[src/rtl/buzzer_melody_sequencer_assert.svh]
// Assertion macros used by the buzzer melody sequencer RTL.
`ifndef BUZZER_MELODY_SEQUENCER_ASSERT_SVH
`define BUZZER_MELODY_SEQUENCER_ASSERT_SVH

// Checked on every rising clock edge outside of reset.
`define BMS_ASSERT(lbl, prop, msg) \
  lbl: assert property (@(posedge clk) disable iff (!rst_n) (prop)) else $error(msg);

// Checked on every rising clock edge, reset included.
`define BMS_ASSERT_ALWAYS(lbl, prop, msg) \
  lbl: assert property (@(posedge clk) (prop)) else $error(msg);

`endif

[src/rtl/bms_pkg.sv]
// Types, constants and helper functions of the buzzer melody sequencer.
`default_nettype none
package bms_pkg;

  localparam int NOTE_DEPTH = 256;
  localparam int ADDR_W     = (NOTE_DEPTH > 1) ? $clog2(NOTE_DEPTH) : 1;
  localparam int OP_W       = 3;
  localparam int FREQ_W     = 16;
  localparam int MS_W       = 16;
  localparam int TICKS_W    = 14;
  localparam int POS_W      = 8;
  localparam int IDX_W      = 8;
  localparam int IN_DATA_W  = 64;
  localparam int OUT_DATA_W = 24;

  localparam int DIV5_MUL   = 52429;
  localparam int DIV5_SHIFT = 18;
  localparam int PROD_W     = MS_W + 18;

  localparam logic [OP_W-1:0] OP_TICK  = 3'd0;
  localparam logic [OP_W-1:0] OP_WRITE = 3'd1;
  localparam logic [OP_W-1:0] OP_START = 3'd2;
  localparam logic [OP_W-1:0] OP_PLAY  = 3'd3;
  localparam logic [OP_W-1:0] OP_STOP  = 3'd4;

  typedef struct packed {
    logic [TICKS_W-1:0] ticks;
    logic [FREQ_W-1:0]  freq;
  } bms_entry_t;

  localparam int ENTRY_W = $bits(bms_entry_t);

  typedef struct packed {
    logic [OP_W-1:0]    op;
    logic [FREQ_W-1:0]  freq;
    logic [TICKS_W-1:0] ticks;
    logic [TICKS_W-1:0] gap_ticks;
    logic [POS_W-1:0]   len;
  } bms_item_t;

  // Milliseconds to 5 ms ticks, truncating, by a reciprocal multiply.
  function automatic logic [TICKS_W-1:0] ms_to_ticks(input logic [MS_W-1:0] ms);
    logic [PROD_W-1:0] prod;
    prod = PROD_W'(ms) * PROD_W'(DIV5_MUL);
    return prod[DIV5_SHIFT +: TICKS_W];
  endfunction

endpackage
`default_nettype wire

[src/rtl/bms_exec.sv]
// Sequencer state update and the registered result beat.
`default_nettype none
`include "buzzer_melody_sequencer_assert.svh"
module bms_exec (
  input  wire logic                         clk,
  input  wire logic                         rst_n,
  input  wire logic                         item_valid,
  input  wire bms_pkg::bms_item_t           item,
  input  wire bms_pkg::bms_entry_t          entry,
  output logic                              item_take,
  output logic [bms_pkg::POS_W-1:0]         pos_nxt,
  output logic                              out_tvalid,
  input  wire logic                         out_tready,
  // Fields from bit 0: tone_on, tone_freq[15:0], note_playing, song_active, zero fill.
  output logic [bms_pkg::OUT_DATA_W-1:0]    out_tdata
);
  import bms_pkg::*;

  logic [TICKS_W-1:0]    note_r, note_nxt;
  logic [TICKS_W-1:0]    gap_r, gap_nxt;
  logic [TICKS_W-1:0]    gap_reload_r, gap_reload_nxt;
  logic [POS_W-1:0]      pos_r;
  logic [POS_W-1:0]      len_r, len_nxt;
  logic                  running_r, running_nxt;
  logic                  tone_en_r, tone_en_nxt;
  logic [FREQ_W-1:0]     freq_r, freq_nxt;
  logic                  out_valid_r, out_valid_nxt;
  logic [OUT_DATA_W-1:0] out_data_r, out_data_nxt;
  logic [POS_W:0]        pos_inc;

  assign item_take = item_valid && (!out_valid_r || out_tready);
  assign pos_inc   = {1'b0, pos_r} + (POS_W + 1)'(1);

  always_comb begin
    note_nxt       = note_r;
    gap_nxt        = gap_r;
    gap_reload_nxt = gap_reload_r;
    pos_nxt        = pos_r;
    len_nxt        = len_r;
    running_nxt    = running_r;
    tone_en_nxt    = tone_en_r;
    freq_nxt       = freq_r;
    if (item_take) begin
      unique case (item.op)
        OP_TICK: begin
          if (note_r != '0) begin
            note_nxt = note_r - TICKS_W'(1);
            if (note_r == TICKS_W'(1)) begin
              gap_nxt     = gap_reload_r;
              tone_en_nxt = 1'b0;
            end
          end else if (gap_r != '0) begin
            gap_nxt = gap_r - TICKS_W'(1);
          end else if (running_r) begin
            freq_nxt    = entry.freq;
            tone_en_nxt = 1'b1;
            note_nxt    = entry.ticks;
            if (pos_inc >= {1'b0, len_r}) begin
              running_nxt = 1'b0;
              pos_nxt     = '0;
              len_nxt     = '0;
            end else begin
              pos_nxt = pos_inc[POS_W-1:0];
            end
          end
        end
        OP_START: begin
          if (len_r == '0) begin
            len_nxt        = item.len;
            pos_nxt        = '0;
            running_nxt    = 1'b1;
            gap_reload_nxt = item.gap_ticks;
            freq_nxt       = entry.freq;
            tone_en_nxt    = 1'b1;
            note_nxt       = entry.ticks;
          end
        end
        OP_PLAY: begin
          freq_nxt    = item.freq;
          tone_en_nxt = 1'b1;
          note_nxt    = item.ticks;
        end
        OP_STOP: begin
          note_nxt    = '0;
          tone_en_nxt = 1'b0;
        end
        default: begin
        end
      endcase
    end
  end

  always_comb begin
    out_data_nxt = {(OUT_DATA_W - FREQ_W - 3)'(0), running_nxt, (note_nxt != '0),
                    freq_nxt, tone_en_nxt};
    if (item_take) begin
      out_valid_nxt = 1'b1;
    end else if (out_tready) begin
      out_valid_nxt = 1'b0;
    end else begin
      out_valid_nxt = out_valid_r;
    end
  end

  always_ff @(posedge clk) begin
    if (!rst_n) begin
      note_r       <= '0;
      gap_r        <= '0;
      gap_reload_r <= '0;
      pos_r        <= '0;
      len_r        <= '0;
      running_r    <= 1'b0;
      tone_en_r    <= 1'b0;
      freq_r       <= '0;
      out_valid_r  <= 1'b0;
    end else begin
      note_r       <= note_nxt;
      gap_r        <= gap_nxt;
      gap_reload_r <= gap_reload_nxt;
      pos_r        <= pos_nxt;
      len_r        <= len_nxt;
      running_r    <= running_nxt;
      tone_en_r    <= tone_en_nxt;
      freq_r       <= freq_nxt;
      out_valid_r  <= out_valid_nxt;
    end
  end

  always_ff @(posedge clk) begin
    if (item_take) begin
      out_data_r <= out_data_nxt;
    end
  end

  assign out_tvalid = out_valid_r;
  assign out_tdata  = out_data_r;

  `BMS_ASSERT(a_len_implies_running, (len_r != '0) |-> running_r, "song length held without a running song")
  `BMS_ASSERT(a_note_implies_tone, (note_r != '0) |-> tone_en_r, "note counting with the tone disabled")
  `BMS_ASSERT(a_pos_in_song, (pos_r == '0) || (pos_r < len_r), "song position beyond song length")
  `BMS_ASSERT(a_take_gives_beat, item_take |=> out_valid_r, "executed item produced no result beat")

endmodule
`default_nettype wire

[config.mk]
export PLATFORM = sky130hd
export DESIGN_NAME = bms_exec
export DESIGN_NICKNAME = d
export VERILOG_FILES = /design/src/rtl/bms_pkg.sv /design/src/rtl/bms_exec.sv
export VERILOG_INCLUDE_DIRS = /design/src /design/src/rtl
export SDC_FILE = /design/constraint.sdc
export NUM_CORES = 1
export LEC_CHECK = 0
export ABC_AREA = 1
export BUFFER_PORTS_ARGS = -buffer_cell sky130_fd_sc_hd__buf_2
export CORE_ASPECT_RATIO = 0.9
export CORE_MARGIN = 4
export CORE_UTILIZATION = 60
export CTS_CLUSTER_DIAMETER = 30
export DETAILED_ROUTE_END_ITERATION = 8
export PLACE_DENSITY_LB_ADDON = 0.05
export SLEW_MARGIN = 25
export SYNTH_ARGS = -nofsm -noshare
export SYNTH_HDL_FRONTEND = slang
export SYNTH_SLANG_ARGS = --single-unit
[constraint.sdc]
create_clock -name clk -period 6.5 [get_ports clk]
set_clock_uncertainty 0.05 [all_clocks]
set_input_delay 0.975 -clock clk [delete_from_list [all_inputs] [get_ports clk]]
set_output_delay 0.975 -clock clk [all_outputs]
set_load 0.02 [all_outputs]
# After elaboration in Yosys (flattened, before gate mapping)
# Cells that the tools add are included.
[word_totals]
out_inout_bits = 34
mem_bits_rw = 0
mem_bits_ro = 0
latch_bits = 0
wordCells = 82
in_bits = 89
reg_bits = 96
memories = 0
[op_classes]
div_mod_pow = 0
multipliers = 0
bitwise_logic = 0
shifts = 0
add_sub_neg = 3
eq_ne = 10
n_reduce_logical = 14
order_cmp = 1
muxes = 44
[ops]
columns = ["operator", "n"]
rows = [
  ["14-bit two-way mux", 8],
  ["8-bit two-way mux", 11],
  ["16-bit two-way mux", 5],
  ["14-bit one-hot mux with 4 select lines", 1],
  ["16-bit one-hot mux with 3 select lines", 1],
  ["14-bit nonzero test", 3],
  ["8-bit one-hot mux with 2 select lines", 2],
  ["14-bit by 1-bit subtractor with 14-bit output (second input constant)", 2],
  ["14-bit by 1-bit equality test with 1-bit output (second input constant)", 1],
  ["1-bit two-way mux", 14],
  ["2-bit != test (second input constant)", 5],
  ["8-bit by 1-bit adder with 9-bit output (second input constant)", 1],
  ["9-bit by 8-bit greater-or-equal comparator with 1-bit output", 1],
  ["8-bit logical NOT", 1],
  ["7-bit AND reduction", 1],
  ["3-bit by 2-bit equality test with 1-bit output (second input constant)", 2],
  ["2-bit nonzero test", 3],
  ["1-bit one-hot mux with 4 select lines", 1],
  ["4-bit AND reduction", 1],
  ["3-bit equality test (second input constant)", 1],
  ["3-bit logical NOT", 1],
  ["3-bit AND reduction", 1],
  ["2-bit by 1-bit != test with 1-bit output (second input constant)", 1],
  ["1-bit one-hot mux with 2 select lines", 1],
  ["3 further kinds", 3],
]

# Longest topological paths before layout
[logic_depth]
depth_word = 8
mapped_depth = 20
depth_no_buf = 19

# Worst setup path before layout
# No wires, ideal clock.
[synth_timing]
kind = "reg-to-output"
startpoint = "register pos_r[0]"
endpoint = "output pos_nxt[3] in the netlist's numbering"
setup_slack_ps = 3235
required_time_ps = 5475
arrival_time_ps = 2240
path_buffers = 0
path_stages_with_launch = 16
cell_sequence = "dfxtp_1 -> ha_1 -> nand3_1 -> xor2_1 -> ha_1 -> nand2_1 -> inv_1 -> o21ai_0 -> nand3_1 -> nand2_1 -> nand2_1 -> a21oi_1 -> nand3_1 -> nand2_1 -> nand2_1 -> nand2_1"
[synth_between]
elab_chain_cells = 8
[synth_rtl]
columns = ["item", "line_no", "rtl"]
rows = [
  ["start, declared", "bms_exec.sv:22", "logic [POS_W-1:0] pos_r;"],
  ["start signal, assigned", "bms_exec.sv:120", "pos_r <= pos_nxt;"],
  ["8-bit by 1-bit adder with 9-bit output *", "bms_exec.sv:32", "assign pos_inc = {1'b0, pos_r} + (POS_W + 1)'(1);"],
  ["9-bit by 8-bit greater-or-equal comparator with 1-bit output", "bms_exec.sv:58", "if (pos_inc >= {1'b0, len_r}) begin"],
  ["8-bit two-way mux *", "bms_exec.sv:58", ""],
  ["8-bit two-way mux *", "bms_exec.sv:54", "end else if (running_r) begin"],
  ["8-bit two-way mux *", "bms_exec.sv:52", "end else if (gap_r != '0) begin"],
  ["8-bit two-way mux *", "bms_exec.sv:46", "if (note_r != '0) begin"],
  ["8-bit one-hot mux with 2 select lines *", "bms_exec.sv:44", "unique case (item.op)"],
  ["8-bit two-way mux *", "bms_exec.sv:43", "if (item_take) begin"],
  ["end, declared", "bms_exec.sv:11", "output logic [bms_pkg::POS_W-1:0] pos_nxt,"],
]
# Mark *: on every way between the ends. The rest lies on a longest branch, timed or not.

# Worst setup path in the final report
[layout_timing]
startpoint = "input item[52] in the netlist's numbering"
endpoint = "output pos_nxt[7] in the netlist's numbering"
[layout_between]
elab_chain_cells = 3
elab_cells_between_ends = 4
cone_classes = "eq/ne: 1; mux: 2; reduce/logical: 1"
[layout_rtl]
columns = ["item", "line_no", "rtl"]
rows = [
  ["start, declared", "bms_exec.sv:8", "input wire bms_pkg::bms_item_t item,"],
  ["3-bit by 2-bit equality test with 1-bit output / 3-bit logical NOT (equally long branches)", "bms_exec.sv:44", ""],
  ["8-bit one-hot mux with 2 select lines *", "bms_exec.sv:44", ""],
  ["8-bit two-way mux *", "bms_exec.sv:43", ""],
]
# Marks and branches as above.

==> impl_metrics.toml <==
[routing]
vias = 6955
ant_nets = 0
drtIter0Drc = 748
wl_per_cell_um = 13.6
wl_um = 17800
route.detailed.drc = 0
vias_per_cell = 5.31
dr.pass1.iters = 5

[worst_setup_path]
worstSetupPathType = "in -> out"
crit_arrival_ns = 3.21
reg2reg_to = "out_tdata[16]$_DFFE_PP_"
worstSetupStartpointType = "input pin"
critical_path_required_ns = 5.47
worst_setup_path_end_kind = "output port"
worstRegToRegCells = 11
r2r-start = "note_r[0]$_SDFF_PN0_"
cp_max_fo = 29
r2r_setup_slack_ns = 3.41

[logic_synthesis]
synthFlopType = "dfxtp_1"
synth_warnings = 0
synthArstFlopShare_pct = 0
syn_area_mm2 = 0.00672
yosys.cell_types.count = 37
synth-seq-area-share_pct = 31.4
synth-seq-cells = 96
yosysMostFrequentCell = "nand2_1"
syn_area_per_cell_um2 = 6.29
postSynthCellCount = 1068
synth_top_area_share_pct = 22.9
synthTopCellsByCount = "nand2_1, inv_1, nor2_1, nand3_1, dfxtp_1"
synth_top_area_cell = "dfxtp_1"
synth_edf_count = 19
synth_area_leaders = "dfxtp_1, nand2_1, edfxtp_1, inv_1, nor2_1"

[global_route]
antenna_found_initial = 0
grt_pass1_wl_um = 29200
grt_overflow = 0
grt_start_max_net_pins = 46
grtUsageTotal_pct = 27.4
grt_pass1_vias = 6175

[cts]
cts.htree.levels = 3
clkSinkCount = 96
clock_path_buffers = 2
clock-root-buffer = "clkbuf_16"
hold_buffers = 0
clk_latency_ns = 0.35
cts_resized = 0
cts_buffers = 9
cts.clk_slew.worst_paths_ns = 0.07
cts_tree = "built"
post_cts_buffers = 0

[worst_hold_path]
worstHoldPathType = "reg -> reg"
hp-start = "gap_reload_r[5]$_SDFFE_PN0P_"
whs_endpoint = "gap_reload_r[5]$_SDFFE_PN0P_"
holdPathStages = 2

[final_layout]
area_delta_synth_final_pct = 12.6
nNetsFinal = 1254
layout-drive-gt1-share_pct = 16.7
num_antenna_cells = 0

[die]
die_area_mm2 = 0.0130
initial_core_util_pct = 61.6
die_w_um = 120
coreArea_mm2 = 0.0109
pin_count = 123
die_h_um = 108
rows = 36

[timing]
drv_slew = 0
relSlewSlack_pct = 34.0
max_freq_ghz = 0.236
period_needed_ns = 4.23
post-route-period-util_pct = 65.1
tightest_slew_ns = 0.988
fin_ws_ns = 2.27
rsz0062_at_grt = "false"
hold_viol_final = 0
setup_tns_ns = 0
setup_viol = 0

[placed_design]
portBuffers = 117
dpl.hpwl_um = 12700
globalplace.congestion = 0.884
dp_slack_ns = 2.31

[power]
powerDensity_mw_per_mm2 = 222
vdd_drop_max_mv = 0.213
p_leak_uw = 0.00370

[job]
cap_violations = 0

[status]
outcome = "finished, final reports clean"
==> layout by cell type, fill, tap and decap left out, drive strengths merged, types with 3 or more instances in the layout <==
cell type / n
nand3: 81
nand4: 9
nand3b: 16
or2: 3
clkinv: 3
o21ai: 102
a21oi: 66
nor2: 123
buf: 119
nand2: 345
nor3: 5
clkbuf: 11
ha: 13
inv: 127
edfxtp: 19
a31oi: 10
dfxtp: 77
xnor2: 7
conb: 5
xor2: 9
==> logic make-up after synthesis <==
| group | Yosys count | share of synthesized area [%] |
|---|---|---|
| other | 1 | 0.0558 |
| adders and majority gates | 13 | 2.42 |
| AOI/OAI and AO/OA | 182 | 14.7 |
| xor gates and xnor gates | 16 | 2.09 |
| buffers and inverters | 177 | 11.2 |
| and+or+nand+nor | 583 | 38.0 |
| DFF | 96 | 31.4 |
==> worst max-delay path: stages <==
cell and delay [ns]:
buf_2 0.12, nor2_1 0.16, nand2_1 0.43, inv_1 0.91, a31oi_1 0.18, nand3_1 0.12
nand2_1 0.06, inv_1 0.08, buf_2 0.16
==> per-stage QoR <==
stage | area (µm²) | utilization (%) | total power (µW) | cells | hold slack [ns]
2_1_floorplan | 6730 | - | 1000 | 1072 | 0.374
3_3_place_gp | 7250 | 66.5 | 1100 | 1293 | 0.384
3_5_place_dp | 7250 | 66.5 | 1110 | 1293 | 0.387
4_1_cts | 7560 | 69.4 | 1680 | 1309 | 0.398
5_1_grt | 7570 | 69.4 | 1770 | 1309 | 0.414
6_report | 7570 | 69.4 | 1680 | 1309 | 0.394
==> worst max-delay path by stage <==
stage                              from         end  slack [ns]
global route                   item[52]  pos_nxt[7]        2.05
global placement               item[52]  pos_nxt[1]        2.38
finish                         item[52]  pos_nxt[7]        2.27
CTS                            item[52]  pos_nxt[7]        2.32
detailed placement             item[52]  pos_nxt[7]        2.31
floorplan           pos_r[0]$_SDFF_PN0_  pos_nxt[3]        3.24
==> report_power, final <==
part	switching (µW)	internal [µW]	total (µW)	leakage, µW
clock	232	338	570	0.000151
combinational	304	143	447	0.00274
sequential	18.8	643	661	0.000815
==> area by class of cell <==
class	instances	area, µm²
Sequential cell	96	2110
Multi-Input combinational cell	799	3870
Tap cell	152	190
Inverter	127	479
Clock buffer	11	233
Clock inverter	5	81.3
Fill cell	1066	3330
Timing Repair Buffer	119	601
==> per-layer routing <==
layer  global-route usage, %  routed length (µm)  share of wire, %  up-vias
li1                        -                   -                 -     3575
met1                    35.6                7830                44     3088
met5                       0                   0                 0        -
met2                    45.6                8250                46      264
met3                    6.07                1410               7.9       28
met4                    9.16                 340               1.9        0
==> state kept, by name, indices dropped and copies added, names as in the netlist <==
| name | count |
|---|---|
| out_tvalid | 1 |
| freq_r | 16 |
| running_r | 1 |
| gap_r | 14 |
| gap_reload_r | 14 |
| out_tdata | 19 |
| tone_en_r | 1 |
| note_r | 14 |
| len_r | 8 |
| pos_r | 8 |
No activity file was read; power rests on OpenSTA's default activity.
